<file path="src/msie_pkg.sv">
`timescale 1ns / 1ps
// ----------------------------------------------------------------------------
// msie_pkg: shared types and constants for the MIPS subset executor
// Instruction opcodes, function codes, status codes, the word structs of the
// two channels and the writeback/state-update structs between the modules.
// ----------------------------------------------------------------------------
package msie_pkg;

	// Primary opcodes (instr[31:26])
	localparam logic [5:0] OP_SPECIAL = 6'h00;
	localparam logic [5:0] OP_BEQ     = 6'h04;
	localparam logic [5:0] OP_BNE     = 6'h05;
	localparam logic [5:0] OP_ADDIU   = 6'h09;
	localparam logic [5:0] OP_ANDI    = 6'h0c;
	localparam logic [5:0] OP_ORI     = 6'h0d;
	localparam logic [5:0] OP_XORI    = 6'h0e;
	localparam logic [5:0] OP_LUI     = 6'h0f;
	localparam logic [5:0] OP_DADDIU  = 6'h19;

	// SPECIAL function codes (instr[5:0])
	localparam logic [5:0] FN_SYNC = 6'h0f;
	localparam logic [5:0] FN_SLT  = 6'h2a;
	localparam logic [5:0] FN_SLTU = 6'h2b;

	// Configuration register indexes
	localparam logic CFG_LITTLE_ENDIAN = 1'b0;
	localparam logic CFG_START_ADDRESS = 1'b1;

	// Result status
	typedef enum logic [1:0] {
		ST_OK           = 2'd0,
		ST_UNSUPPORTED  = 2'd1,
		ST_FETCH_FAILED = 2'd2,
		ST_WIDE_OP      = 2'd3
	} status_t;

	// Input word: one fetched instruction
	typedef struct packed {
		logic [31:0] instr_word;
		logic        fetch_failed;
	} instr_t;

	// Output word: one executed instruction
	typedef struct packed {
		logic [31:0] next_fetch_address;
		logic        reg_written;
		logic [4:0]  dest_index;
		logic [31:0] dest_value;
		status_t     status;
	} result_t;

	// Register file writeback
	typedef struct packed {
		logic        en;
		logic [4:0]  idx;
		logic [31:0] val;
	} wb_t;

	// Architectural state update from the execute unit
	typedef struct packed {
		logic        advance;   // instruction ran: PC and branch state move
		logic        taken;     // branch taken, target goes pending
		logic [31:0] target;
		logic [31:0] next_pc;
	} state_upd_t;

	// Byte swap of a fetched word
	function automatic logic [31:0] swap32(input logic [31:0] w);
		return {w[7:0], w[15:8], w[23:16], w[31:24]};
	endfunction

endpackage

</file>
<file path="src/msie_regfile.sv">
`timescale 1ns / 1ps
// ----------------------------------------------------------------------------
// msie_regfile: general register file
// Memory with registered two-port read taken when a word is loaded, per-entry
// valid bits so unwritten entries read as zero after reset, and a bypass for
// a write landing on the same edge as the read.
// ----------------------------------------------------------------------------
module msie_regfile
	import msie_pkg::*;
#(
	parameter int REG_COUNT = 32,
	localparam int IDX_W = $clog2(REG_COUNT)
) (
	input  logic             clk,
	input  logic             arst_n,
	input  logic             rd_en,
	input  logic [IDX_W-1:0] rs_addr,
	input  logic [IDX_W-1:0] rt_addr,
	input  wb_t              wb,
	output logic [31:0]      rs_data,
	output logic [31:0]      rt_data
);

	logic [31:0]          mem [REG_COUNT];
	logic [REG_COUNT-1:0] valid_q;
	logic [31:0]          rs_mem_s1, rt_mem_s1, fwd_val_s1;
	logic                 rs_vld_s1, rt_vld_s1, rs_fwd_s1, rt_fwd_s1;
	logic [IDX_W-1:0]     wb_idx;

	assign wb_idx = IDX_W'(wb.idx);

	// Storage: one write port, registered reads
	always_ff @(posedge clk) begin
		if (wb.en) begin
			mem[wb_idx] <= wb.val;
		end
		if (rd_en) begin
			rs_mem_s1  <= mem[rs_addr];
			rt_mem_s1  <= mem[rt_addr];
			fwd_val_s1 <= wb.val;
		end
	end

	// Valid bits and read-side selects; entry zero is never written
	always_ff @(posedge clk or negedge arst_n) begin
		if (!arst_n) begin
			valid_q   <= '0;
			rs_vld_s1 <= 1'b0;
			rt_vld_s1 <= 1'b0;
			rs_fwd_s1 <= 1'b0;
			rt_fwd_s1 <= 1'b0;
		end else begin
			if (wb.en) begin
				valid_q[wb_idx] <= 1'b1;
			end
			if (rd_en) begin
				rs_vld_s1 <= valid_q[rs_addr];
				rt_vld_s1 <= valid_q[rt_addr];
				rs_fwd_s1 <= wb.en && (wb_idx == rs_addr);
				rt_fwd_s1 <= wb.en && (wb_idx == rt_addr);
			end
		end
	end

	// Operand select: same-edge write, stored value, or zero
	assign rs_data = rs_fwd_s1 ? fwd_val_s1 : (rs_vld_s1 ? rs_mem_s1 : '0);
	assign rt_data = rt_fwd_s1 ? fwd_val_s1 : (rt_vld_s1 ? rt_mem_s1 : '0);

endmodule

</file>
<file path="src/msie_exec.sv">
`timescale 1ns / 1ps
// ----------------------------------------------------------------------------
// msie_exec: decode and execute
// Decodes one instruction word, computes the ALU result, branch decision and
// next PC, and forms the result word, writeback and state update.
// ----------------------------------------------------------------------------
module msie_exec
	import msie_pkg::*;
(
	input  logic [31:0] instr,
	input  logic        fetch_failed,
	input  logic [31:0] rs_val,
	input  logic [31:0] rt_val,
	input  logic [31:0] pc,
	input  logic        br_pend,
	input  logic [31:0] br_tgt,
	output result_t     result,
	output wb_t         wb,
	output state_upd_t  upd
);

	logic [5:0]  op, fn;
	logic [4:0]  rt, rd;
	logic [31:0] imm, simm, pc_plus4;
	logic        wr, taken;
	logic [4:0]  widx;
	logic [31:0] wval;
	status_t     status;

	assign op       = instr[31:26];
	assign rt       = instr[20:16];
	assign rd       = instr[15:11];
	assign fn       = instr[5:0];
	assign imm      = {16'h0, instr[15:0]};
	assign simm     = {{16{instr[15]}}, instr[15:0]};
	assign pc_plus4 = pc + 32'd4;

	// Decode and ALU
	always_comb begin
		wr     = 1'b0;
		widx   = rt;
		wval   = '0;
		taken  = 1'b0;
		status = ST_OK;
		case (op)
			OP_SPECIAL: begin
				widx = rd;
				case (fn)
					FN_SLT: begin
						wr   = 1'b1;
						wval = {31'h0, $signed(rs_val) < $signed(rt_val)};
					end
					FN_SLTU: begin
						wr   = 1'b1;
						wval = {31'h0, rs_val < rt_val};
					end
					FN_SYNC: ;
					default: status = ST_UNSUPPORTED;
				endcase
			end
			OP_BEQ:    taken = (rs_val == rt_val);
			OP_BNE:    taken = (rs_val != rt_val);
			OP_ADDIU: begin
				wr   = 1'b1;
				wval = rs_val + simm;
			end
			OP_ANDI: begin
				wr   = 1'b1;
				wval = rs_val & imm;
			end
			OP_ORI: begin
				wr   = 1'b1;
				wval = rs_val | imm;
			end
			OP_XORI: begin
				wr   = 1'b1;
				wval = rs_val ^ imm;
			end
			OP_LUI: begin
				wr   = 1'b1;
				wval = {instr[15:0], 16'h0};
			end
			OP_DADDIU: status = ST_WIDE_OP;
			default:   status = ST_UNSUPPORTED;
		endcase
		// r0 writes are dropped; a failed fetch runs nothing
		if (widx == 5'd0 || fetch_failed) begin
			wr = 1'b0;
		end
		if (fetch_failed) begin
			taken  = 1'b0;
			status = ST_FETCH_FAILED;
		end
	end

	// State update: delay slot takes the pending target
	always_comb begin
		upd.advance = !fetch_failed;
		upd.taken   = taken;
		upd.target  = pc_plus4 + {simm[29:0], 2'b00};
		upd.next_pc = fetch_failed ? pc : (br_pend ? br_tgt : pc_plus4);
	end

	assign wb.en  = wr;
	assign wb.idx = widx;
	assign wb.val = wval;

	// Result word
	always_comb begin
		result.next_fetch_address = upd.next_pc;
		result.reg_written        = wr;
		result.dest_index         = wr ? widx : 5'd0;
		result.dest_value         = wr ? wval : '0;
		result.status             = status;
	end

endmodule

</file>
<file path="src/mips_subset_instruction_executor.sv">
`timescale 1ns / 1ps
// ----------------------------------------------------------------------------
// mips_subset_instruction_executor: MIPS32 integer subset, one word per cycle
// Executes SLT, SLTU, SYNC, BEQ, BNE, ADDIU, ANDI, ORI, XORI and LUI with a
// branch delay slot, reporting next fetch address, writeback and status.
// ----------------------------------------------------------------------------
// Throughput is one instruction word per clock while the result side does not
// stall; the path runs through an input register that also launches the
// register file read and a result register after the decode/ALU logic. A new
// word is taken while the result register still holds an undelivered one, as
// long as the execute stage can move, so instr_ready depends only on the input
// stage and the result side. The register file is a memory with registered
// reads; per-entry valid bits make it read as zero after reset, so no clearing
// pass is needed. A write to start_address (index 1) reloads the PC and drops a
// pending branch; write configuration only while the block is idle.
// ----------------------------------------------------------------------------
module mips_subset_instruction_executor
	import msie_pkg::*;
#(
	parameter int REG_COUNT = 32
) (
	input  logic        clk,
	input  logic        arst_n,
	input  logic        instr_valid,
	output logic        instr_ready,
	input  instr_t      instr,
	output logic        result_valid,
	input  logic        result_ready,
	output result_t     result,
	input  logic        cfg_write,
	input  logic        cfg_index,
	input  logic [31:0] cfg_data
);

	localparam int IDX_W = $clog2(REG_COUNT);

	logic        little_endian_q;
	logic [31:0] pc_q, br_tgt_q;
	logic        br_pend_q;
	logic [31:0] instr_s1;
	logic        failed_s1, valid_s1;
	result_t     result_s2;
	logic        valid_s2;
	logic        load, fire;
	logic [31:0] word_in;
	logic [31:0] rs_val, rt_val;
	result_t     exec_result;
	wb_t         exec_wb, wb;
	state_upd_t  upd;

	// Handshake: execute moves when the result register is free or draining
	assign fire        = valid_s1 && (!valid_s2 || result_ready);
	assign instr_ready = !valid_s1 || fire;
	assign load        = instr_valid && instr_ready;

	assign word_in = little_endian_q ? swap32(instr.instr_word) : instr.instr_word;

	// Input stage
	always_ff @(posedge clk or negedge arst_n) begin
		if (!arst_n) begin
			valid_s1 <= 1'b0;
		end else if (load) begin
			valid_s1 <= 1'b1;
		end else if (fire) begin
			valid_s1 <= 1'b0;
		end
	end

	always_ff @(posedge clk) begin
		if (load) begin
			instr_s1  <= word_in;
			failed_s1 <= instr.fetch_failed;
		end
	end

	// Register file, read launched with the load
	assign wb.en  = exec_wb.en && fire;
	assign wb.idx = exec_wb.idx;
	assign wb.val = exec_wb.val;

	msie_regfile #(
		.REG_COUNT (REG_COUNT)
	) u_regfile (
		.clk     (clk),
		.arst_n  (arst_n),
		.rd_en   (load),
		.rs_addr (IDX_W'(word_in[25:21])),
		.rt_addr (IDX_W'(word_in[20:16])),
		.wb      (wb),
		.rs_data (rs_val),
		.rt_data (rt_val)
	);

	msie_exec u_exec (
		.instr        (instr_s1),
		.fetch_failed (failed_s1),
		.rs_val       (rs_val),
		.rt_val       (rt_val),
		.pc           (pc_q),
		.br_pend      (br_pend_q),
		.br_tgt       (br_tgt_q),
		.result       (exec_result),
		.wb           (exec_wb),
		.upd          (upd)
	);

	// Configuration and architectural PC/branch state
	always_ff @(posedge clk or negedge arst_n) begin
		if (!arst_n) begin
			little_endian_q <= 1'b0;
			pc_q            <= '0;
			br_pend_q       <= 1'b0;
			br_tgt_q        <= '0;
		end else if (cfg_write) begin
			case (cfg_index)
				CFG_LITTLE_ENDIAN: little_endian_q <= cfg_data[0];
				CFG_START_ADDRESS: begin
					pc_q      <= cfg_data;
					br_pend_q <= 1'b0;
				end
				default: ;
			endcase
		end else if (fire && upd.advance) begin
			pc_q      <= upd.next_pc;
			br_pend_q <= upd.taken;
			if (upd.taken) begin
				br_tgt_q <= upd.target;
			end
		end
	end

	// Result register
	always_ff @(posedge clk or negedge arst_n) begin
		if (!arst_n) begin
			valid_s2 <= 1'b0;
		end else if (fire) begin
			valid_s2 <= 1'b1;
		end else if (result_ready) begin
			valid_s2 <= 1'b0;
		end
	end

	always_ff @(posedge clk) begin
		if (fire) begin
			result_s2 <= exec_result;
		end
	end

	assign result_valid = valid_s2;
	assign result       = result_s2;

endmodule
</file>
<file path="config.mk">
export PLATFORM = sky130hd
export DESIGN_NAME = mips_subset_instruction_executor
export DESIGN_NICKNAME = d
export VERILOG_FILES = /design/src/msie_pkg.sv /design/src/msie_regfile.sv /design/src/msie_exec.sv /design/src/mips_subset_instruction_executor.sv
export SDC_FILE = /design/constraint.sdc
export NUM_CORES = 2
export LEC_CHECK = 0
export ABC_AREA = 1
export CAP_MARGIN = 5
export CORE_ASPECT_RATIO = 1.1
export CORE_MARGIN = 10
export CORE_UTILIZATION = 23
export CTS_CLUSTER_SIZE = 12
export DETAILED_ROUTE_END_ITERATION = 7
export DONT_BUFFER_PORTS = 1
export SYNTH_ARGS = -nofsm -noshare
export SYNTH_HDL_FRONTEND = slang
export SYNTH_SLANG_ARGS = --single-unit
</file>
<file path="constraint.sdc">
create_clock -name clk -period 6.6 [get_ports clk]
set_clock_uncertainty 0.2 [all_clocks]
set_input_delay 0.66 -clock clk [delete_from_list [all_inputs] [get_ports clk]]
set_output_delay 0.66 -clock clk [all_outputs]
set_load 0.01 [all_outputs]
</file>
# After elaboration in Yosys (flattened, before gate mapping)
# Memories as Yosys holds them, arrays and structs flattened. A register that Yosys moved wholly into a read port is not among the register bits.
# Cells that the tools add are included.
# classes
addsub,3
mux,35
n_bitwise,6
magnitude_cmp,6
n_eq_ne,16
reduce_logical,25
# ops
op,count
$mux 32,10
$pmux 32 s6,1
$add 32x32->32,2
$lt 32x32->1,2
$eq 6x4->1 const B,6
$add 32x3->32 const B,1
$and 32x16->32,1
$eq 32x32->1,1
$ne 32x32->1,1
$or 32x16->32,1
$or 32x32->32,1
$xor 32x16->32,1
$lt 5x6->1 const B,3
$mux 1,16
$eq 6x3->1 const B,2
$eq 6x6->1 const B,2
$bmux 1 s5,2
$eq 5x5->1,2
$logic_and 1x1->1,7
$reduce_or 7->1,1
$eq 6x5->1 const B,1
$logic_not 6->1,1
$pmux 1 s2,3
$pmux 2 s3,1
other kinds (14),22
# word_totals
word_cells,111
inputBits,71
mem_bits_rw,1024
mem_count,1
regBits,241
output_inout_bits,74
# mem_list
memory,words,width,read_ports,rd_ports_with_merged_regs,wr,line_no,text
u_regfile.mem,32,32,2,2,1,msie_regfile.sv:24,logic [31:0] mem [REG_COUNT];

# Logic depth before layout (Yosys ltp)
# depth
depth_word,8
depth_mapped,22

# Modules after synthesis
# Synthesis repeated with hierarchy kept, for this count alone.
# unflattened
hier_cells,8250
hier_area_um2,71653.7
# modules_own_cells
module,area_each_um2,n_inst,cells_each,seq_area_each_um2
msie_regfile,57091.0,1,6202,34533.1
msie_exec,7832.5,1,1447,0.0
mips_subset_instruction_executor,6730.2,1,601,4854.7

# Worst setup path before layout
# Ideal clock, no wire load.
# synth_timing
path_kind,in2reg
start,in result_ready
end,"mem u_regfile.mem[11][0], enable pin"
setup_time_ns,0.421
cell_stages,6
slack_ns,1.584
arrival_time_ns,4.395
cell_sequence,inv_1 > nand2_1 > nand2_1 > inv_1 > nand4_1 > nor2_1
# synth_via
elab_chain_cells,5
# synth_rtl
item,line_no,text
"start, declared",mips_subset_instruction_executor.sv:28,"input logic result_ready,"
$logic_or 1x1->1,mips_subset_instruction_executor.sv:52,assign fire = valid_s1 && (!valid_s2 || result_ready);
$logic_and 1x1->1,mips_subset_instruction_executor.sv:52,
net fire,mips_subset_instruction_executor.sv:44,"logic load, fire;"
$logic_and 1x1->1,mips_subset_instruction_executor.sv:77,assign wb.en = exec_wb.en && fire;
$mux 1,msie_regfile.sv:34,if (wb.en) begin
$mux 1 (not written as such),msie_regfile.sv:35,mem[wb_idx] <= wb.val;
"end, declared",msie_regfile.sv:24,
# The timed path passes the listed nets, and every way through them passes these cells.

# Worst setup path after layout
# layout_timing
start,reg instr_s1[27]
end,"mem u_regfile.mem[1][21], enable pin"
# layout_via
elab_chain_cells,8
# layout_rtl
item,line_no,text
"start, declared",mips_subset_instruction_executor.sv:40,logic [31:0] instr_s1;
"start signal, assigned",mips_subset_instruction_executor.sv:71,instr_s1 <= word_in;
branches (longest 8 deep; another with $eq 6x4->1),-,
# Several ways; the timed one is not identified.

==> impl_metrics.tcl <==
set metrics [dict create \
    clk_latency_ns 0.82 \
    yosys_warnings 0 \
    cp-end-kind "flip-flop" \
    cts-root-buf "clkbuf_16" \
    wl_per_cell_um 20.5 \
    slew_headroom_pct 18.7 \
    nets 7543 \
    async_reset_ff_share_pct 7.85 \
    drv_slew 0 \
    clk_path_buf_depth 3 \
    portBuffers 0 \
    ys.flop_type "edfxtp_1" \
    remaining_drc_errors 0 \
    postPlaceCellArea_um2 74700 \
    fin_tns_setup_ns 0 \
    place_hpwl_um 141000 \
    die_h_um 598 \
    htreeDepth 4 \
    synth-edff-count 1220 \
    multi_input_area_um2 25800 \
    fin_crit_ns 4.88 \
    tightest_slew_ns 1.22 \
    first_iter_violations 6656 \
    ys_ff_latch 1324 \
    regArea_um2 39200 \
    outcome "complete, no violations" \
    total_power_mw 22.9 \
    antenna_found_initial 3 \
    drt_pass1_iterations 6 \
    p_leak_nw 29.5 \
    drive_above_1_share_pct 5.48 \
    clk_pin_slew_ns 0.06 \
    grt_max_degree 173 \
    worst_hold_slack_ns 0.0491 \
    diodes 0 \
    syn_to_final_growth_pct 14.2 \
    die_w_um 545 \
    ys_types 48 \
    cap_violations 0 \
    detailroute.via_count 56900 \
    fill_cells 31900 \
    start_util_pct 23.0 \
    cp-start-kind "flip-flop" \
    track_usage_pct 13.8 \
    path_class "flip-flop to flip-flop" \
    drt_wl_total_um 236000 \
    ys_seq_area_share_pct 56.3 \
    numCtsBuffers 141 \
    clkSinkCount 1324 \
    postSynthAreaPerCell_um2 9.30 \
    hold_path_class "input port to flip-flop" \
    max_freq_ghz 0.205 \
    row_count 212 \
    avgViaCountPerCell 4.94 \
    gp_congestion 0.980 \
    setup_slack_ns 1.72 \
    grt_pass1_wl_um 346000 \
    final-setup-viol-count 0 \
    place_ws_ns 1.80 \
    grt_pass1_vias 53100 \
    core_area_um2 303000 \
    syn-cell-area_um2 69800 \
    fin_crit_sh_pct 74.0 \
    design_area_um2 79700 \
    overflow 0 \
    finalHoldViolations 0 \
    synth_cells 7501 \
    rsz0062_at_grt "no" \
    powerDensity_nw_per_um2 288 \
    boundaryPins 145 \
    fp.dieArea_um2 326000 \
    ir_drop_mv 0.249 \
    crit_required_ns 6.90 \
    antenna_left 0 \
    arrival_ns 5.19 \
    cts_tree "built" \
    crit_fanout 19 \
]
## state kept, by name (all words and copies together) (netlist names), 27 cells and up
| name | flops |
|---|---|
| instr_s1 | 27 |
| u_regfile.rt_mem_s1 | 32 |
| result | 72 |
| u_regfile.rs_mem_s1 | 32 |
| br_tgt_q | 32 |
| u_regfile.fwd_val_s1 | 32 |
| pc_q | 32 |
| u_regfile.mem | 1024 |
| u_regfile.valid_q | 32 |
## worst max-delay path, stage by stage (launching register included)
cell and delay (ns):
edfxtp_1 0.46, nor2_2 0.20, nand3_1 0.44, nand2_1 0.27, o21ai_4 0.12, nor2_1 0.60
nand4_1 0.81, nor2_4 1.08, buf_4 0.34
## per-stage QoR
step | cells | utilization (%)
floorplan | 7532 | -
global placement | 11200 | 24.7
detailed placement | 11200 | 24.7
CTS | 11500 | 26.3
global route | 11500 | 26.3
finish | 11500 | 26.3
## final cells by class
class	instances	area share [%]
flip-flops and latches	1324	49.2
multi-input cells	4866	32.4
clock inverters	61	0.826
well taps	4066	6.38
repair buffers	198	2.61
inverters	830	3.96
clock buffers	173	4.62
## kinds of logic (layout without fill, tap and decap cells)
logic type               after synthesis  count (layout)  share of synthesized area (%)
AO/OA/AOI/OAI                       2098            2098                           17.8
XOR/XNOR                              32              32                          0.402
adder cells (fa/ha/maj)              111             111                           2.01
buffers and inverters               1342            1262                           7.40
flip-flops                          1324            1324                           56.3
other                                  1              32                        0.00538
AND/OR/NAND/NOR                     2593            2593                           16.2
## repair_timing
action                    in CTS  in global routing
hold buffers                  65                  0
buffers inserted               0                  0
hold endpoints to repair     161                  0
gates resized for setup        0                  0
## where the power goes
group | switching, mW | total, mW | leakage, nW | internal [mW]
registers | 0.268 | 9.78 | 12.4 | 9.52
clock network | 3.41 | 7.68 | 2.12 | 4.27
logic | 3.82 | 5.46 | 14.9 | 1.64
total | 7.50 | 22.9 | 29.5 | 15.4
## final timing paths
kind	from	endpoint	slack [ns]	cells after the start
max in group asynchronous	arst_n	u_regfile.rs_fwd_s1	5.41	2
worst max register to register	instr_s1[27]	u_regfile.mem[1][21]	1.72	8
worst min register to register	u_regfile.valid_q[0]	u_regfile.valid_q[0]	0.20	0
min in group asynchronous	arst_n	pc_q[9]	0.32	2
worst min-delay path	instr[25]	instr_s1[0]	0.05	2
worst max-delay path	instr_s1[27]	u_regfile.mem[1][21]	1.72	8
## synthesized netlist by cell type, types with 85 or more instances
library cell,n,share of area [%]
a21oi_1,672,4.8
buf_2,85,0.61
clkbuf_1,348,1.9
dfrtp_1,104,3.7
edfxtp_1,1220,53
ha_1,109,2.0
inv_1,815,4.4
nand2_1,1242,6.7
nand3_1,1023,7.3
nor2_1,228,1.2
o211ai_1,538,5.8
o21ai_0,662,4.7
## metal layers
layer  global-route usage [%]  vias up  wire, um  part of all wire, %
met3                     2.50      528     20600                  8.7
met4                     5.73        0     10700                  4.5
met1                     18.0    27400     96500                   41
met2                     22.4     2672    109000                   46
li1                         -    26400         -                    -
met5                        0        -         0                    0
## cells in the final DEF, fill, tap and decap left out, types with 9 or more instances in the layout
cell type,instances
a21oi_1,672
a22o_1,16
a22oi_1,55
buf_12,33
buf_4,100
clkbuf_1,29
clkbuf_16,141
clkinv_1,23
clkinv_2,16
conb_1,32
dfrtp_1,101
dlygate4sd3_1,64
edfxtp_1,1220
ha_1,109
inv_1,810
inv_2,10
nand2_1,1240
nand3_1,1023
nand3b_1,9
nand4_1,27
nor2_1,196
nor2_4,35
nor3_1,29
o211ai_1,538
o21a_1,66
o21ai_0,661
o21ai_1,14
o21bai_1,28
o22ai_1,16
or2_2,12
xnor2_1,13
xor2_1,19
No activity file was read; power rests on OpenSTA's default activity.
